[src/hdl/fat12_cluster_chain_reader_core_assert.svh]
// Assertion macros shared by the cluster chain reader modules.
// Depends on nothing; included by the modules that carry assertions.
`ifndef FAT12_CLUSTER_CHAIN_READER_CORE_ASSERT_SVH
`define FAT12_CLUSTER_CHAIN_READER_CORE_ASSERT_SVH

`ifndef SYNTH
// Property must hold at every clock edge outside reset.
`define FCC_ASSERT(lbl, clk, rst_n, prop) \
  lbl: assert property (@(posedge clk) disable iff (!rst_n) (prop)) \
    else $error("fcc assertion failed");
// Condition must never be true outside reset.
`define FCC_ASSERT_NEVER(lbl, clk, rst_n, cond) \
  lbl: assert property (@(posedge clk) disable iff (!rst_n) !(cond)) \
    else $error("fcc forbidden condition seen");
`else
`define FCC_ASSERT(lbl, clk, rst_n, prop)
`define FCC_ASSERT_NEVER(lbl, clk, rst_n, cond)
`endif

`endif

[src/hdl/fcc_pkg.sv]
// Types, constants and codes of the FAT12 cluster chain reader.
// No dependencies; used by every module of the block.
package fcc_pkg;

  // Sizing of the table and the clusters.
  localparam int MAX_CLUSTERS  = 4096;
  localparam int CLUSTER_BYTES = 1024;
  localparam int TABLE_DEPTH   = (MAX_CLUSTERS * 3) / 2;
  localparam int BANK_DEPTH    = (TABLE_DEPTH + 1) / 2;
  localparam int BANK_AW       = $clog2(BANK_DEPTH);

  // Field widths.
  localparam int CLUSTER_W = 12;
  localparam int POS_W     = CLUSTER_W + 1;
  localparam int IDX_W     = 13;
  localparam int COUNT_W   = 22;
  localparam int ADDR_W    = 24;
  localparam int BASE_W    = 23;
  localparam int OFFS_W    = $clog2(CLUSTER_BYTES);
  localparam int BIC_W     = OFFS_W + 1;
  localparam int LINK_W    = COUNT_W - OFFS_W;

  localparam logic [CLUSTER_W-1:0] EOC_FIRST = 12'hFF8;

  // Configuration port.
  localparam int CFG_AW = 3;
  localparam logic [CFG_AW-3:0] REG_DATA_BASE = '0;
  localparam logic [BASE_W-1:0] DATA_BASE_RST = 23'd14336;

  typedef enum logic [1:0] {
    OP_WRITE = 2'd0,
    OP_OPEN  = 2'd1,
    OP_NEXT  = 2'd2
  } op_e;

  typedef enum logic [2:0] {
    ST_WRITTEN   = 3'd0,
    ST_OPENED    = 3'd1,
    ST_ADDR      = 3'd2,
    ST_END       = 3'd3,
    ST_EXHAUSTED = 3'd4
  } status_e;

  typedef enum logic [1:0] {
    S_IDLE,
    S_WALK,
    S_BOUND
  } state_e;

  typedef struct packed {
    op_e                 opcode;
    logic [IDX_W-1:0]    table_byte_index;
    logic [7:0]          table_byte_value;
    logic [CLUSTER_W-1:0] start_cluster;
    logic [COUNT_W-1:0]  byte_offset;
    logic [COUNT_W-1:0]  byte_count;
  } req_t;

  typedef struct packed {
    logic [ADDR_W-1:0] data_address;
    status_e           status;
  } res_t;

  // Table write request from the controller.
  typedef struct packed {
    logic             we;
    logic [IDX_W-1:0] idx;
    logic [7:0]       data;
  } tbl_wr_t;

endpackage

[src/hdl/fcc_cfg.sv]
// APB register file of the chain reader: holds the data area base address.
// Depends on fcc_pkg.
module fcc_cfg (
  input  logic                       clk_i,
  input  logic                       rst_ni,
  input  logic                       psel,
  input  logic                       penable,
  input  logic                       pwrite,
  input  logic [fcc_pkg::CFG_AW-1:0] paddr,
  input  logic [31:0]                pwdata,
  output logic [31:0]                prdata,
  output logic                       pready,
  output logic [fcc_pkg::BASE_W-1:0] data_base_o
);
  import fcc_pkg::*;

  logic [BASE_W-1:0] data_base_q, data_base_d;
  logic              sel_base;

  assign sel_base = (paddr[CFG_AW-1:2] == REG_DATA_BASE);
  assign pready   = 1'b1;

  // Register write on the access cycle.
  always_comb begin
    data_base_d = data_base_q;
    if (psel && penable && pwrite && sel_base) begin
      data_base_d = pwdata[BASE_W-1:0];
    end
  end

  always_ff @(posedge clk_i or negedge rst_ni) begin
    if (!rst_ni) begin
      data_base_q <= DATA_BASE_RST;
    end else begin
      data_base_q <= data_base_d;
    end
  end

  // Read back; unmapped addresses read zero.
  assign prdata      = sel_base ? {{(32 - BASE_W){1'b0}}, data_base_q} : 32'd0;
  assign data_base_o = data_base_q;

endmodule

[config.mk]
export PLATFORM = sky130hd
export DESIGN_NAME = fcc_cfg
export DESIGN_NICKNAME = d
export VERILOG_FILES = /design/src/hdl/fat12_cluster_chain_reader_core_assert.svh /design/src/hdl/fcc_pkg.sv /design/src/hdl/fcc_cfg.sv
export SDC_FILE = /design/constraint.sdc
export NUM_CORES = 1
export LEC_CHECK = 0
export BUFFER_PORTS_ARGS = -buffer_cell sky130_fd_sc_hd__buf_2
export CAP_MARGIN = 20
export CORE_ASPECT_RATIO = 0.6
export CORE_MARGIN = 2
export CORE_UTILIZATION = 41
export CTS_BUF_LIST = sky130_fd_sc_hd__clkbuf_16
export DETAILED_ROUTE_END_ITERATION = 16
export PLACE_DENSITY = 0.92
export SLEW_MARGIN = 5
export SYNTH_ARGS = -nofsm -noshare
export SYNTH_HDL_FRONTEND = slang
export SYNTH_SLANG_ARGS = --single-unit
[constraint.sdc]
create_clock -name clk_i -period 2.45 [get_ports clk_i]
set_clock_uncertainty 0.15 [all_clocks]
set_input_delay 0.1225 -clock clk_i [delete_from_list [all_inputs] [get_ports clk_i]]
set_output_delay 0.1225 -clock clk_i [all_outputs]
set_load 0.1 [all_outputs]
Yosys cells after proc, flatten, opt, wreduce, memory -nomap -nowiden
Cells that the tools add are included.
W data, S select, Z words.
Storage, ports and cells
  register bits after elaboration: 23
  latch bits: 0
  bits in writable memories: 0
  bits in read-only memories: 0
  bits of input ports: 40
  output and inout bits: 56
  word-level logic and storage cells: 6
  memories: 0
Operators by class
  add/subtract/negate cells: 0
  multiply operators: 0
  divide/modulo/power cells: 0
  $lt $le $gt $ge: 0
  equal/unequal tests: 0
  shifts and indexed selects: 0
  multiplexer cells: 1
  bitwise operators: 1
  reduce and logical (&&, ||, !) cells: 3
Operators by type and width (number)
  $mux W23: 1
  $logic_and A1 B1 Y1: 3
  $not A1 Y1: 1

Logic depth before layout (Yosys ltp)
Gate-level depths: netlist of the first run.
  depth after elaboration: 3
  mapped depth: 3
  mapped depth without buffers: 2

Worst setup path after synthesis of the first run
No wires, ideal clock.
  path kind: register to output
  start point: reg data_base_q[0], in the netlist data_base_o[0]
  end point: out prdata[0]
  data arrival time: 2.362 ns
  data required time: 2.178 ns
  slack: -0.184 ns
  stages on the path, launching flop included: 2
  path buffers: 0
  cell sequence: dfrtp_1 > nor2b_1
On the way
  word-level cells in the longest chain between the ends: 1
RTL lines
  from (decl): line fcc_cfg.sv:17  | logic [BASE_W-1:0] data_base_q, data_base_d;
  from (signal assigned): line fcc_cfg.sv:35  | data_base_q <= data_base_d;
  $mux W23: line fcc_cfg.sv:40  | assign prdata = sel_base ? {{(32 - BASE_W){1'b0}}, data_base_q} : 32'd0;
  to (decl): line fcc_cfg.sv:11  | output logic [31:0] prdata,
No other way between the ends.

Final worst setup path of the first run
  start point: reg data_base_q[12], in the netlist data_base_o[12]
  end point: out prdata[12]
The elaborated chain is that of the path after synthesis.

==> metrics, run 1 <==
Slew Viols, Final 0; Int Pwr roughly 0.97 mW; cts hold-fix bufs 24; crit path time final approximately 1700 ps; data required time of the critical path ~2200 ps; Mapped Cells 86; cell area after synthesis between 1000 and 1500 um^2; I/O Pins 96; count leader, synth nor2b_1; Crit Path Category flop to primary output; CTS sink cnt 23; max FFs per register 23; Arr. time, crit path 1400 ps; switch share ~59%; slew margin rel. 56.42%; cts bufs inserted 3; diodes inserted 0; # DRC 0; status finished, final reports clean; ratio of final minimum period to clock period 68.32%; clock transition at the registers of the reported paths around 60 ps; number of synthesized flops with an enable pin 0; GR Overflow Total 0; setup slack after layout between 700 and 800 ps; post-synth top area share about two fifths; via density per instance 4.421; pin count of the biggest net entering global routing 25; top_reg_cell synth dfrtp_1; Port Buf Inserts 74; WL/cell approximately 13 um; ANT nets after route 0; Async SR Flop Fraction 100.0%; DRT Pass-1 Iters 3; Worst setup EP type primary output; Initial Util a little over two fifths; H-tree lvl count 1; area delta synth->final 59.90%; critical path peak fanout 3; vias in the first global route slightly below 900; FF+latch count, synth 23; Placeable Area between 2000 and 3000 um^2; global-route usage over all layers roughly 17%; die width 73.70 um; CTS tree done; Avg Cell Area, Syn between 10 and 15 um^2; die area 3376 um^2; P_sw between 1 and 1.5 mW; most area-hungry cell type in the Yosys netlist dfrtp_1; Worst Max-Slew Pin Slew about 650 ps; combinational fraction of design power a little over three fifths; clock share of power around 15%; Max rail drop VDD approximately 0.0008 V; row cnt 15; Clock Tree Buf Depth 2; final WL 2890 um; fin nets between 200 and 250; final core occ between 60 and 70%; # Post-CTS Setup Buffers 0; die height around 46 um; DR iter-0 viols 18; startpoint type of the worst setup path flop; Max Freq roughly 0.6 GHz; top cells by area, synth dfrtp_1, mux2_4, nor2b_1; yosys synthesis warning count 0; clock root buffer clkbuf_16; RD Place Congestion about 0.66; Setup TNS Final 0 ps; Reg power frac approximately 23%; Netlist cell types 11; Resized Gates After CTS 0; first-pass GRT wire length between 4000 and 5000 um; vias between 900 and 1000; Max-Cap Viols 0; post-detail-place hpwl between 1500 and 2000 um; Post-Place Setup Slack approximately 560 ps; worst skew pair latency about 250 ps; Final Hold Vio Count 0; RSZ-0062 raised after global routing no; share of cells above drive strength 1 between 60% and 70%; initial antenna violation count 0; PwrDens ~1200 nW/um^2; Lkg Pwr approximately 1.1 nW; post-synthesis sequential area ratio 48.48%; worst min-delay path class input port to async pin; most frequent cells after synthesis nor2b_1, dfrtp_1, mux2_4; Finish-stage setup viols 0
==> power by group through the flow <==
stage                     logic (mW)  clock network (mW)  registers (mW)
final                           1.48               0.355           0.533
after global routing            1.51               0.380           0.548
after CTS                       1.48               0.363           0.533
after detailed placement        1.45                   0           0.535
after global placement          1.44                   0           0.535
after floorplan                0.657                   0            1.15
==> cell type report <==
type	count	area, um^2
Multi-Input combinational cell	57	595.6
Fill cell	203	904.6
Sequential cell	23	579.3
Clock inverter	1	7.507
Timing Repair Buffer	98	610.6
Tap cell	34	42.54
Clock buffer	3	75.07
==> layout by cell type (no fill, tap or decap) <==
cell type and n:
buf_2 74, clkbuf_16 3, and2b_1 1, conb_1 10, nand4b_4 1, dfstp_2 3, dfrtp_1 20, dlygate4sd3_1 24
clkinvlp_4 1, nor2b_2 22, mux2_4 20, mux2_2 3
==> metal layers <==
metal  global-route usage, %  wire length (um)  up-vias
met5                       0                 0        -
met4                   5.818                63        0
met3                   7.522               244        9
met2                   28.75              1371       45
met1                   20.58              1210      449
li1                        -                 -      452
==> kinds of logic after synthesis <==
kind of cell           count (synthesis)  synth area share, %
flip-flops                            23                48.48
AND/OR/NAND/NOR                       24                14.14
buffers and inverters                 14                8.796
multiplexers                          23                27.96
other                                  2               0.6285
==> path summary, 6_finish.rpt <==
path                                 startpoint               to  slack, ps  cells after the start
worst max-delay path            data_base_o[12]       prdata[12]        780                      2
worst min-delay path                     rst_ni  data_base_o[18]        210                      2
min in group clk_i               data_base_o[2]   data_base_o[2]        370                      1
max in group asynchronous                rst_ni  data_base_o[13]       1590                      2
worst max register to register  data_base_o[14]  data_base_o[14]       1520                      1
worst min register to register   data_base_o[2]   data_base_o[2]        370                      1
==> critical path, stage by stage (launching register included) <==
cell and delay [ps]:
dfstp_2 540, nor2b_2 160, buf_2 440
==> per-stage QoR <==
step           hold WS (ps)  instances  power [mW]  area (um^2)
6_report              211.7        216       2.364         1911
4_1_cts               233.8        216       2.371         1911
3_5_place_dp         -21.02        188       1.983         1588
3_3_place_gp         -29.47        188       1.972         1588
2_1_floorplan        -323.1         94       1.809         1280
5_1_grt               264.9        216       2.440         1911
Power figures use the tool's default switching activity.
==> run 2: changes to the inputs <==
- ABC_AREA: not set -> 1
- CORE_UTILIZATION: 41 -> 35
- PLACE_DENSITY: 0.92 -> 0.84
- clock period: 2.45 -> 1.5 ns (I/O delays scaled with it)
==> metrics, run 2 <==
status finished, final reports clean (unchanged); Initial Util 36.89% (was 42.44%); final core occ 78.34% (was 67.87%); post-synthesis sequential area ratio 48.13% (was 48.48%); Power, Total 3.961 mW (was 2.364 mW); initial antenna violation count 0 (unchanged); top_reg_cell synth dfrtp_1 (unchanged); data required time of the critical path 1270 ps (was 2180 ps); Setup TNS Final 0 ps (unchanged); # DRC 0 (unchanged); RSZ-0062 raised after global routing no (unchanged); RD Place Congestion 0.7145 (was 0.6587); WL/cell 12.57 um (was 13.38 um); count leader, synth nand2_1 (was nor2b_1); startpoint type of the worst setup path flop (unchanged); PwrDens 1550 nW/um^2 (was 1237 nW/um^2); first-pass GRT wire length 6348 um (was 4181 um); die height 49.43 um (was 45.82 um); Crit Path Category flop to primary output (unchanged); Max-Cap Viols 0 (unchanged); DRT Pass-1 Iters 4 (was 3); top cells by area, synth dfrtp_1, nand2_1, nand3_1 (was dfrtp_1, mux2_4, nor2b_1); Mapped Cells 163 (was 86); ANT nets after route 0 (unchanged); cell area after synthesis 1204 um^2 (was 1195 um^2); I/O Pins 96 (unchanged); Max Freq between 0.6 and 0.7 GHz; Async SR Flop Fraction 100.0% (unchanged); Placeable Area 3263 um^2 (was 2815 um^2); WHS 49.95 ps (was 211.7 ps); die area 3939 um^2 (was 3376 um^2); DR iter-0 viols 70 (was 18); clock root buffer clkbuf_16 (unchanged); ratio of final minimum period to clock period 96.90%; die width 79.71 um (was 73.70 um); CTS sink cnt 23 (unchanged); clock transition at the registers of the reported paths 60 ps (about the same); row cnt 16 (was 15); vias 1348 (was 955); Netlist cell types 12 (was 11); Clock Tree Buf Depth 2 (unchanged); worst skew pair latency 250 ps (about the same); share of cells above drive strength 1 51.34% (was 69.78%); H-tree lvl count 1 (unchanged); via density per instance 4.405 (was 4.421); worst min-delay path class input port to flop (was input port to async pin); fin nets 302 (was 223); critical path peak fanout 3 (unchanged); slew margin rel. 65.56% (was 56.42%); Filler cells 222 (was 203); Avg Cell Area, Syn 7.384 um^2 (was 13.89 um^2); diodes inserted 0 (unchanged); final WL 3846 um (was 2890 um); CTS tree done (unchanged); most area-hungry cell type in the Yosys netlist dfrtp_1 (unchanged); post-detail-place hpwl 2681 um (was 1745 um); max FFs per register 23 (unchanged); Worst setup EP type primary output (unchanged); most frequent cells after synthesis nand2_1, inv_1, nand3_1, nor2_1, dfrtp_1 (was nor2b_1, dfrtp_1, mux2_4); global-route usage over all layers 20.75% (was 17.36%); cts bufs inserted 3 (unchanged); Slew Viols, Final 0 (unchanged); pin count of the biggest net entering global routing 24 (was 25); number of synthesized flops with an enable pin 0 (unchanged); crit path time final between 1000 and 1500 ps; yosys synthesis warning count 0 (unchanged); vias in the first global route 1300 (was 867); Final Hold Vio Count 0 (unchanged); commonest non-fill, non-tap cell in the layout buf_2 (unchanged); FF+latch count, synth 23 (unchanged); area delta synth->final 112.4% (was 59.90%); most frequent cells in the layout buf_2, nand2_1, buf_12 (was buf_2, dlygate4sd3_1, nor2b_2); Arr. time, crit path 1230 ps (was 1400 ps); Port Buf Inserts 74 (unchanged); Lkg Pwr 1.233 nW (was 1.051 nW); Max rail drop VDD 0.0009889 V (was 0.0007999 V); post-synth top area share 41.58% (was 41.88%); GR Overflow Total 0 (unchanged); Worst Max-Slew Pin Slew 516.6 ps (was 653.7 ps); Finish-stage setup viols 0 (unchanged)
[run 2: changes by cell type after synthesis, moves of 2 or more]
cell,before,now
mux2_2,3,0
clkbuf_1,2,0
nand2_1,0,47
nor2_1,0,23
nand3_1,0,23
inv_1,0,25
nor2b_1,22,0
mux2_4,20,0
buf_2,0,6
[run 2: worst paths after layout]
| kind | from | slack (ps) | cells past startpoint | end |
|---|---|---|---|---|
| setup reg to reg | data_base_o[12] | 420 | 3 | data_base_o[12] |
| hold reg to reg | data_base_o[0] | 360 | 2 | data_base_o[0] |
| max in group asynchronous | rst_ni | 610 | 2 | data_base_o[8] |
| hold / removal | paddr[2] | 50 | 4 | data_base_o[22] |
| setup / recovery | data_base_o[11] | 50 | 3 | prdata[11] |
| min in group asynchronous | rst_ni | 200 | 2 | data_base_o[7] |
[run 2: what timing repair did]
action | CTS | global route
resized for setup | 0 | 0
hold buffers | 24 | 0
buffers inserted | 0 | 2
endpoints found under the hold margin | 43 | 0
endpoints found under the setup margin | 0 | 2
[run 2: cell families after synthesis]
| logic type | count (synthesis) | synth area share [%] |
|---|---|---|
| buffers and inverters | 43 | 18.40 |
| other | 2 | 0.6239 |
| DFF | 23 | 48.13 |
| and+or+nand+nor | 95 | 32.85 |
[run 2: area by class of cell]
cell class / count / area, um^2 / area share [%]
clock buffers: 3 / 75.07 / 2.937
clock inverters: 1 / 3.754 / 0.1468
inverters: 25 / 93.84 / 3.671
multi-input cells: 105 / 605.6 / 23.69
flip-flops and latches: 23 / 663.1 / 25.94
well taps: 45 / 56.30 / 2.203
repair buffers: 104 / 1059 / 41.41
[run 2: critical path: stages (launching register included)]
cell	delay [ps]
dfstp_4	640
inv_2	50
nor2_4	110
buf_12	180
[run 2: metrics by stage]
step	instances	worst slack [ps]	instance area, um^2
global route	306	5.513	2556
floorplan	171	-74.87	1490
finish	306	46.45	2556
global placement	276	257.0	2222
CTS	304	28.40	2541
detailed placement	276	192.3	2222
[run 2: where the power goes]
group / switching (mW) / internal [mW]
Combinational: 1.88 / 0.605
Sequential: 0.0973 / 0.821
Clock: 0.206 / 0.355
[run 2: layer usage]
layer | share of wire [%] | global-route usage, % | up-vias
li1 | - | - | 656
met1 | 40 | 24.71 | 632
met2 | 52 | 36.83 | 58
met3 | 8.0 | 7.407 | 2
met4 | 0.31 | 2.874 | 0
met5 | 0 | 0 | -
