File: src/hdl/fat12_cluster_chain_reader_core_assert.svh
// Assertion macros shared by the cluster chain reader modules.
// Depends on nothing; included by the modules that carry assertions.
`ifndef FAT12_CLUSTER_CHAIN_READER_CORE_ASSERT_SVH
`define FAT12_CLUSTER_CHAIN_READER_CORE_ASSERT_SVH

`ifndef SYNTH
// Property must hold at every clock edge outside reset.
`define FCC_ASSERT(lbl, clk, rst_n, prop) \
  lbl: assert property (@(posedge clk) disable iff (!rst_n) (prop)) \
    else $error("fcc assertion failed");
// Condition must never be true outside reset.
`define FCC_ASSERT_NEVER(lbl, clk, rst_n, cond) \
  lbl: assert property (@(posedge clk) disable iff (!rst_n) !(cond)) \
    else $error("fcc forbidden condition seen");
`else
`define FCC_ASSERT(lbl, clk, rst_n, prop)
`define FCC_ASSERT_NEVER(lbl, clk, rst_n, cond)
`endif

`endif

File: src/hdl/fcc_pkg.sv
// Types, constants and codes of the FAT12 cluster chain reader.
// No dependencies; used by every module of the block.
package fcc_pkg;

  // Sizing of the table and the clusters.
  localparam int MAX_CLUSTERS  = 4096;
  localparam int CLUSTER_BYTES = 1024;
  localparam int TABLE_DEPTH   = (MAX_CLUSTERS * 3) / 2;
  localparam int BANK_DEPTH    = (TABLE_DEPTH + 1) / 2;
  localparam int BANK_AW       = $clog2(BANK_DEPTH);

  // Field widths.
  localparam int CLUSTER_W = 12;
  localparam int POS_W     = CLUSTER_W + 1;
  localparam int IDX_W     = 13;
  localparam int COUNT_W   = 22;
  localparam int ADDR_W    = 24;
  localparam int BASE_W    = 23;
  localparam int OFFS_W    = $clog2(CLUSTER_BYTES);
  localparam int BIC_W     = OFFS_W + 1;
  localparam int LINK_W    = COUNT_W - OFFS_W;

  localparam logic [CLUSTER_W-1:0] EOC_FIRST = 12'hFF8;

  // Configuration port.
  localparam int CFG_AW = 3;
  localparam logic [CFG_AW-3:0] REG_DATA_BASE = '0;
  localparam logic [BASE_W-1:0] DATA_BASE_RST = 23'd14336;

  typedef enum logic [1:0] {
    OP_WRITE = 2'd0,
    OP_OPEN  = 2'd1,
    OP_NEXT  = 2'd2
  } op_e;

  typedef enum logic [2:0] {
    ST_WRITTEN   = 3'd0,
    ST_OPENED    = 3'd1,
    ST_ADDR      = 3'd2,
    ST_END       = 3'd3,
    ST_EXHAUSTED = 3'd4
  } status_e;

  typedef enum logic [1:0] {
    S_IDLE,
    S_WALK,
    S_BOUND
  } state_e;

  typedef struct packed {
    op_e                 opcode;
    logic [IDX_W-1:0]    table_byte_index;
    logic [7:0]          table_byte_value;
    logic [CLUSTER_W-1:0] start_cluster;
    logic [COUNT_W-1:0]  byte_offset;
    logic [COUNT_W-1:0]  byte_count;
  } req_t;

  typedef struct packed {
    logic [ADDR_W-1:0] data_address;
    status_e           status;
  } res_t;

  // Table write request from the controller.
  typedef struct packed {
    logic             we;
    logic [IDX_W-1:0] idx;
    logic [7:0]       data;
  } tbl_wr_t;

endpackage

File: src/hdl/fcc_ctrl.sv
// Request sequencer of the chain reader: file position state, chain walk,
// result register. Depends on fcc_pkg and the assertion macro header.
`include "fat12_cluster_chain_reader_core_assert.svh"

module fcc_ctrl (
  input  logic                          clk_i,
  input  logic                          rst_ni,
  input  logic                          start_i,
  input  fcc_pkg::req_t                 req_i,
  output logic                          busy_o,
  output logic                          done_o,
  output fcc_pkg::res_t                 res_o,
  input  logic [fcc_pkg::BASE_W-1:0]    data_base_i,
  output fcc_pkg::tbl_wr_t              wr_o,
  output logic [fcc_pkg::CLUSTER_W-1:0] rd_cluster_o,
  input  logic [fcc_pkg::CLUSTER_W-1:0] entry_i
);
  import fcc_pkg::*;

  state_e               state_q, state_d;
  logic [CLUSTER_W-1:0] cluster_q, cluster_d;
  logic [BIC_W-1:0]     bic_q, bic_d;
  logic [COUNT_W-1:0]   rem_q, rem_d;
  logic                 ended_q, ended_d;
  logic [LINK_W-1:0]    links_q, links_d;
  logic                 done_q, done_d;
  res_t                 res_q, res_d;

  logic                 eoc;
  logic [CLUSTER_W-1:0] addr_cluster;
  logic [BIC_W-1:0]     addr_byte;
  logic [ADDR_W-1:0]    addr_sum;
  logic [LINK_W-1:0]    open_links;

  assign eoc        = (entry_i >= EOC_FIRST);
  assign open_links = req_i.byte_offset[COUNT_W-1:OFFS_W];

  // Byte address: at a boundary the freshly decoded cluster at byte zero.
  assign addr_cluster = (state_q == S_BOUND) ? entry_i : cluster_q;
  assign addr_byte    = (state_q == S_BOUND) ? '0 : bic_q;
  assign addr_sum     = ADDR_W'(data_base_i)
                      + ADDR_W'({addr_cluster, {OFFS_W{1'b0}}})
                      + ADDR_W'(addr_byte);

  // Next state, position update and result.
  always_comb begin
    state_d   = state_q;
    cluster_d = cluster_q;
    bic_d     = bic_q;
    rem_d     = rem_q;
    ended_d   = ended_q;
    links_d   = links_q;
    done_d    = 1'b0;
    res_d     = '{data_address: '0, status: ST_WRITTEN};
    wr_o      = '{we: 1'b0, idx: req_i.table_byte_index, data: req_i.table_byte_value};

    case (state_q)
      S_IDLE: begin
        if (start_i) begin
          case (req_i.opcode)
            OP_WRITE: begin
              wr_o.we = (32'(req_i.table_byte_index) < TABLE_DEPTH);
              done_d  = 1'b1;
            end
            OP_OPEN: begin
              cluster_d = req_i.start_cluster;
              bic_d     = BIC_W'(req_i.byte_offset[OFFS_W-1:0]);
              rem_d     = req_i.byte_count;
              ended_d   = 1'b0;
              links_d   = open_links;
              if (open_links == '0) begin
                done_d       = 1'b1;
                res_d.status = ST_OPENED;
              end else begin
                state_d = S_WALK;
              end
            end
            OP_NEXT: begin
              if (rem_q == '0) begin
                done_d       = 1'b1;
                res_d.status = ST_EXHAUSTED;
              end else if (ended_q) begin
                done_d       = 1'b1;
                res_d.status = ST_END;
              end else if (32'(bic_q) < CLUSTER_BYTES) begin
                done_d       = 1'b1;
                res_d        = '{data_address: addr_sum, status: ST_ADDR};
                bic_d        = bic_q + BIC_W'(1);
                rem_d        = rem_q - COUNT_W'(1);
              end else begin
                state_d = S_BOUND;
              end
            end
            default: begin
              done_d = 1'b1;
            end
          endcase
        end
      end

      // One link per cycle: the entry of the current cluster is on entry_i.
      S_WALK: begin
        if (eoc) begin
          ended_d      = 1'b1;
          done_d       = 1'b1;
          res_d.status = ST_OPENED;
          state_d      = S_IDLE;
        end else begin
          cluster_d = entry_i;
          links_d   = links_q - LINK_W'(1);
          if (links_q == LINK_W'(1)) begin
            done_d       = 1'b1;
            res_d.status = ST_OPENED;
            state_d      = S_IDLE;
          end
        end
      end

      // Cluster boundary on a next request: follow one link, then emit.
      S_BOUND: begin
        done_d  = 1'b1;
        state_d = S_IDLE;
        if (eoc) begin
          ended_d      = 1'b1;
          res_d.status = ST_END;
        end else begin
          cluster_d = entry_i;
          bic_d     = BIC_W'(1);
          rem_d     = rem_q - COUNT_W'(1);
          res_d     = '{data_address: addr_sum, status: ST_ADDR};
        end
      end

      default: begin
        state_d = S_IDLE;
      end
    endcase
  end

  always_ff @(posedge clk_i or negedge rst_ni) begin
    if (!rst_ni) begin
      state_q   <= S_IDLE;
      cluster_q <= '0;
      bic_q     <= '0;
      rem_q     <= '0;
      ended_q   <= 1'b1;
      links_q   <= '0;
      done_q    <= 1'b0;
    end else begin
      state_q   <= state_d;
      cluster_q <= cluster_d;
      bic_q     <= bic_d;
      rem_q     <= rem_d;
      ended_q   <= ended_d;
      links_q   <= links_d;
      done_q    <= done_d;
    end
  end

  // Result payload.
  always_ff @(posedge clk_i) begin
    res_q <= res_d;
  end

  // The table is always read for the cluster held next cycle.
  assign rd_cluster_o = cluster_d;
  assign busy_o       = (state_q != S_IDLE);
  assign done_o       = done_q;
  assign res_o        = res_q;

  // A delivered address consumed exactly one byte of the count.
  `FCC_ASSERT(a_addr_consumes, clk_i, rst_ni,
    (done_q && res_q.status == ST_ADDR) |-> ((rem_q + COUNT_W'(1)) == $past(rem_q)))
  // Only address results carry a nonzero address.
  `FCC_ASSERT(a_addr_zero, clk_i, rst_ni,
    (done_q && res_q.status != ST_ADDR) |-> (res_q.data_address == '0))
  // The walk runs only with links left on a live chain.
  `FCC_ASSERT(a_walk_live, clk_i, rst_ni,
    (state_q == S_WALK) |-> ((links_q != '0) && !ended_q))
  // After an address the position lies past the cluster start, at most at its end.
  `FCC_ASSERT_NEVER(a_bic_range, clk_i, rst_ni,
    done_q && res_q.status == ST_ADDR && (bic_q == '0 || 32'(bic_q) > CLUSTER_BYTES))

endmodule

File: config.mk
export PLATFORM = sky130hd
export DESIGN_NAME = fcc_ctrl
export DESIGN_NICKNAME = d
export VERILOG_FILES = /design/src/hdl/fcc_pkg.sv /design/src/hdl/fcc_ctrl.sv
export VERILOG_INCLUDE_DIRS = /design/src /design/src/hdl
export SDC_FILE = /design/constraint.sdc
export NUM_CORES = 1
export LEC_CHECK = 0
export BUFFER_PORTS_ARGS = -buffer_cell sky130_fd_sc_hd__buf_2
export CORE_MARGIN = 2
export CORE_UTILIZATION = 53
export CTS_CLUSTER_SIZE = 28
export DETAILED_ROUTE_END_ITERATION = 7
export PLACE_DENSITY = 0.81
export SLEW_MARGIN = 10
export SYNTH_ARGS = -nofsm -noshare
export SYNTH_HDL_FRONTEND = slang
export SYNTH_SLANG_ARGS = --single-unit
File: constraint.sdc
create_clock -name clk_i -period 4.8 [get_ports clk_i]
set_input_delay 0.24 -clock clk_i [delete_from_list [all_inputs] [get_ports clk_i]]
set_output_delay 0.24 -clock clk_i [all_outputs]
set_load 0.005 [all_outputs]
==> Word level (Yosys, flattened, before mapping) <==
Cells that the tools add are included.
{ "classes": {"magnitude_cmp": 3, "mux": 64, "reduce_logical": 13, "eq_ne": 17, "n_addsub": 5} }
{ "op_table": {"columns": ["op", "n"], "rows": [
  ["$mux 22", 5],
  ["$mux 24", 4],
  ["$pmux 22 s2", 2],
  ["$mux 12", 7],
  ["$mux 11", 6],
  ["$mux 27", 2],
  ["$pmux 12 s2", 2],
  ["$pmux 24 s2", 1],
  ["$pmux 11 s2", 2],
  ["$add 23x22->24", 1],
  ["$add 24x11->24", 1],
  ["$logic_not 22->1", 1],
  ["$sub 22x1->22 const B", 1],
  ["$ne 3x3->1 const B", 6],
  ["$mux 1", 16],
  ["$mux 2", 7],
  ["$reduce_and 7->1", 2],
  ["$lt 13x13->1 const B", 1],
  ["$eq 12x1->1 const B", 1],
  ["$ge 12x12->1 const B", 1],
  ["$logic_not 12->1", 1],
  ["$sub 12x1->12 const B", 1],
  ["$add 11x1->11 const B", 1],
  ["$lt 11x11->1 const B", 1],
  ["15 further kinds", 29]
]} }
{ "word_totals": {"word_cells": 111, "out_inout_bits": 63, "register_bits": 88} }

==> Depth between registers and ports, before layout <==
Gate-level depths: netlist of run 1.
{ "depth": {"ltp_word": 10, "mapped_depth": 13, "mapped_depth_nobuf": 12} }

==> Worst setup path after synthesis of run 1 <==
OpenSTA, ideal clock, no wires.
{ "synth_timing": {"kind": "register to register", "startpoint": "register state_q[0]", "endpoint": "register res_q (netlist bit res_o[25])", "setup_slack_ps": 1170, "required_time_ps": 4677, "stages_incl_launch_ff": 14, "arrival_time_ps": 3508, "path_buffers": 2, "path_cell_list": "dfrtp_1 inv_1 ha_1 clkbuf_1 clkbuf_1 nor2b_1 fa_1 ha_1 nand4_1 or3_1 or4_1 nand3b_1 a31oi_1 mux2i_1"} }
{ "synth_rtl": {"columns": ["item", "line_no", "text"], "rows": [
  ["from (decl)", "fcc_ctrl.sv:20", "state_e state_q, state_d;"],
  ["from (signal assigned)", "fcc_ctrl.sv:150", "state_q <= state_d;"],
  ["to (signal assigned)", "fcc_ctrl.sv:162", "res_q <= res_d;"],
  ["to (decl)", "fcc_ctrl.sv:27", "res_t res_q, res_d;"]
]} }

==> results.ini, run 1 <==
[global_routing]
antenna_found_initial = 0
grt_usage_pct = 26.2
grt_max_degree = 62
grt_overflow = 0
grt_pass1_vias = 5550
grt_pass1_wl_um = 27100

[clock_network]
cts_tree = yes
cts_inserted_buffers = 9
htree_levels = 3
cts_root_buf = clkbuf_16
cts.hold.buffers_added = 0
clk_pin_slew_ns = 0.07
cts-resized-gates = 0
clockBufferDepth = 2
clkSinkCount = 88
post_cts_buffers = 0
clock_latency_ns = 0.35

[detailed_routing]
via_per_inst = 6.12
drc = 0
drt_iter0_drc = 570
vias = 6239
drtAntennaViolNets = 0
routed_wl_um = 16700
wl_per_cell_um = 16.4
drt-pass1-iter-count = 5

[die]
fp.dieH_um = 114
start_util_pct = 53.7
row_count = 40
core_area_um2 = 11900
die_x_um = 114
io_pins = 180
fp.dieArea_um2 = 12900

[synth]
synth_top_area_cell = dfrtp_1
synth.ff_latch_count = 88
async_flop_share_pct = 69.3
syn_avg_cell_area_um2 = 8.35
synth_common_cells = nor2_1, o21ai_0, nand2_1
ys.warnings.count = 0
ys_types = 67
syn_nets = 936
synth_ff_type = dfrtp_1
synth_most_common_cell = nor2_1
synth_top_area_share_pct = 23.6
yosysSeqAreaShare_pct = 32.5
synth_edf_count = 0
synthCells = 762
syn_area_um2 = 6360
synth.area.top_cells = dfrtp_1, ha_1, dfxtp_1

[min_path]
hold_path_class = in -> async

[run]
drv_cap = 0

[layout]
fin_nets = 1041
area_growth_pct = 15.2
diodes = 0
fill_cells = 1072
final_util_pct = 61.8
drive_gt1_share_pct = 21.8
final_cell_area_um2 = 7330
final_cells = 1019

[power_and_ir_drop]
p_seq_share_pct = 30.0
max-vdd-ir-drop_mv = 0.269
leakagePower_nw = 3.35
switchingPower_mw = 1.90
p_int_mw = 2.41
p_clk_share_pct = 17.2
p_per_area_nw_per_um2 = 587
total_power_mw = 4.31
power_frac_comb_pct = 52.9
switching_share_pct = 44.1

[sta]
setup_viol = 0
hold_viol = 0
period_minus_slack_ns = 4.01
rsz0062_at_grt = false
setup_tns_ns = 0
worst_slew_pin_slew_ns = 1.15
slew_viol_final = 0
fin_crit_sh_pct = 83.6
whs_ns = 0.0367
worst_slack_ns = 0.787
skew_ns = 0.00908
slew-limit-headroom_pct = 23.2
fmax_mhz = 249

[setup_path]
cp-start-kind = flip-flop
endpoint_kind = flip-flop
critical_path_class = reg -> reg
rr_worst_depth = 11
critPathMaxFanout = 12
cp.arrival_ns = 4.25
required_ns = 5.04

[place]
placed_cells = 1003
post_dp_cell_area_um2 = 7030
gp_congestion = 0.932
numPortBuffers = 141
hpwl_um = 12200
place_ws_ns = 0.830

[run_status]
status = finished, final reports clean

[power by group through the flow]
stage | registers, mW | clock network [mW] | logic (mW)
2_1_floorplan | 1.22 | 0 | 1.71
3_3_place_gp | 1.29 | 0 | 2.19
3_5_place_dp | 1.29 | 0 | 2.24
4_1_cts | 1.28 | 0.751 | 2.26
5_1_grt | 1.33 | 0.789 | 2.55
6_report | 1.29 | 0.740 | 2.28
[cell usage in the layout, fill, tap and decap left out, types with 14 or more instances in the layout]
master     n
buf_2    141
dfxtp_1   27
o21ai_0   65
nor2_1    69
a31oi_1   14
ha_1      55
a22oi_1   20
inv_1     23
nor2b_1   15
nand3_1   25
dfrtp_1   60
nand2_1   63
a21oi_1   61
nor3_1    14
[flip-flops by register name, indices dropped and copies added, names as in the netlist]
signal and count:
links_q 12, rem_q 22, state_q 2, res_o 27, cluster_q 12, bic_q 11
done_o 1, ended_q 1
[layout make-up]
type	count	area [um2]	share of cell area (%)
flip-flops and latches	88	2070	28.2
inverters	23	86.3	1.18
clock buffers	11	253	3.45
multi-input cells	597	3930	53.6
clock inverters	5	55.1	0.751
well taps	147	184	2.51
repair buffers	148	758	10.3
[logic make-up (layout without fill, tap and decap cells)]
kind of cell | Yosys count | after routing | share of synthesized area (%)
flip-flops | 88 | 88 | 32.5
AO/OA/AOI/OAI | 244 | 244 | 24.5
multiplexers | 19 | 19 | 3.22
adder cells (fa/ha/maj) | 57 | 57 | 11.4
XOR/XNOR | 8 | 8 | 1.10
buffers and inverters | 77 | 187 | 5.98
AND/OR/NAND/NOR | 269 | 269 | 21.3
[worst paths after layout]
path | start | endpoint | slack (ns)
setup / recovery | state_q[0] | res_o[25] | 0.79
min in group clk_i | req_i[0] | rem_q[0] | 0.12
hold / removal | rst_ni | rem_q[5] | 0.04
setup reg to reg | state_q[0] | res_o[25] | 0.79
max in group asynchronous | rst_ni | cluster_q[6] | 4.22
hold reg to reg | links_q[7] | links_q[7] | 0.52
[worst max-delay path: stages (launching register included)]
cell	delay, ns
dfrtp_1	0.43
inv_1	0.15
ha_1	0.54
mux2_2	0.42
fa_1	0.46
ha_1	0.40
nand4_1	0.20
or3_1	0.37
or4_1	0.53
nand3b_1	0.13
a31oi_1	0.13
mux2i_1	0.14
[per-layer routing]
layer	up-vias	wire, um	GRT usage (%)
li1	3030	-	-
met1	2944	7380	35.1
met2	233	7840	42.1
met3	32	1070	5.90
met4	0	419	9.02
met5	-	0	0
Note: power is estimated with default switching activity, not from simulation.
==> inputs of run 2 (changes only) <==
- clock period: 4.8 -> 4.2 ns (I/O delays scaled with it)
==> run 2 against run 1 <==
- sequential power is 15% higher
- worst setup slack lost 0.43 ns
- die area is the same
- power is 16% higher
- global-route usage fell by 0.38 points
- cell area rose by 0.55%
- sequential share of layout area down 0.15 points
- fmax up 4.4%
- clock power is 21% higher
- critical endpoint unchanged
==> results.ini, run 2 (synthesis results as in run 1) <==
[run_status]
status = finished, final reports clean

[setup_path]
cp.arrival_ns = 4.06
critical_path_class = reg -> reg
endpoint_kind = flip-flop
rrSetupSlack_ns = 0.36
required_ns = 4.42
cp-start-kind = flip-flop
critPathMaxFanout = 15

[power_and_ir_drop]
p_per_area_nw_per_um2 = 675
switching_share_pct = 43.4
p_int_mw = 2.82
p_seq_share_pct = 29.7
total_power_mw = 4.98
max-vdd-ir-drop_mv = 0.278
power_frac_comb_pct = 52.4
p_clk_share_pct = 17.9
leakagePower_nw = 3.36
switchingPower_mw = 2.16

[layout]
final_common_cell = buf_2
final_util_pct = 62.2
largest_reg_flops = 27
area_growth_pct = 15.9
final_cell_area_um2 = 7370
diodes = 0
final_cells = 1021
fin_nets = 1043
drive_gt1_share_pct = 22.1
fill_cells = 1032
final_cell_mix = buf_2, nor2_1, o21ai_0

[place]
numPortBuffers = 141
hpwl_um = 12500
place_ws_ns = 0.417
gp_congestion = 0.917
post_dp_cell_area_um2 = 7040
placed_cells = 1005

[global_routing]
grt_pass1_wl_um = 27000
grt_overflow = 0
grt_max_degree = 62
grt_usage_pct = 25.8
antenna_found_initial = 0
grt_pass1_vias = 5595

[clock_network]
cts_root_buf = clkbuf_16
clkSinkCount = 88
clk_pin_slew_ns = 0.06
clock_latency_ns = 0.34
cts.hold.buffers_added = 0
cts_inserted_buffers = 9
post_cts_buffers = 0
htree_levels = 3
clockBufferDepth = 2
cts_tree = yes
cts-resized-gates = 0

[sta]
worst_slack_ns = 0.357
setup_viol = 0
setup_tns_ns = 0
slew_viol_final = 0
whs_ns = 0.0285
rsz0062_at_grt = false
worst_slew_pin_slew_ns = 0.847
hold_viol = 0
fmax_mhz = 260
fin_crit_sh_pct = 91.5
slew-limit-headroom_pct = 42.8
skew_ns = 0.00739
period_minus_slack_ns = 3.84

[die]
row_count = 40
core_area_um2 = 11900
start_util_pct = 53.7
die_x_um = 114
io_pins = 180
fp.dieH_um = 114
fp.dieArea_um2 = 12900

[detailed_routing]
met3_length_um = 1220
drtAntennaViolNets = 0
wl_per_cell_um = 16.6
drt_iter0_drc = 434
route.met2.wl_um = 8060
vias = 6186
via_per_inst = 6.06
wl_met1_um = 7240
drc = 0
routed_wl_um = 16900
highest_layer = met4
drt-pass1-iter-count = 6

[min_path]
hold_path_class = in -> async

[run]
drv_cap = 0

run 2: cell count changes in the layout (fill, tap and decap cells not counted), sizes merged:
cell,previous run,this run
clkinv,4,1
bufinv,1,2
buf,148,150
clkbuf,11,12
clkinvlp,0,1
run 2: cell type report:
class | instances | area (um2) | share of cell area (%)
well taps | 147 | 184 | 2.49
flip-flops and latches | 88 | 2070 | 28.0
clock buffers | 12 | 256 | 3.48
inverters | 23 | 86.3 | 1.17
clock inverters | 4 | 76.3 | 1.03
repair buffers | 150 | 773 | 10.5
multi-input cells | 597 | 3930 | 53.3
run 2: critical path, stage by stage, from the launching register on:
cell,delay (ns)
dfrtp_1,0.42
inv_1,0.14
ha_1,0.56
mux2_2,0.41
ha_1,0.27
ha_1,0.39
nand2_1,0.13
or3_1,0.43
or4_1,0.54
nand3b_1,0.14
a31oi_1,0.14
mux2i_1,0.15
run 2: power by group through the flow:
stage               sequential, mW  clock (mW)  combinational [mW]
floorplan                     1.40           0                1.95
global placement              1.47           0                2.50
detailed placement            1.48           0                2.55
CTS                           1.47       0.899                2.59
global route                  1.53       0.940                2.92
finish                        1.48       0.892                2.61
run 2: worst paths after layout:
check | start | end | cells past startpoint
max reg2reg | state_q[0] | res_o[25] | 11
min in group clk_i | req_i[26] | bic_q[4] | 3
min | rst_ni | rem_q[1] | 2
max in group asynchronous | rst_ni | cluster_q[1] | 2
max | state_q[0] | res_o[25] | 11
min reg2reg | links_q[11] | links_q[11] | 1
run 2: metal layers:
layer  GRT usage (%)  vias up
met3            4.36       35
li1                -     3023
met4            9.43        0
met5               0        -
met2            42.6      257
met1            34.3     2871
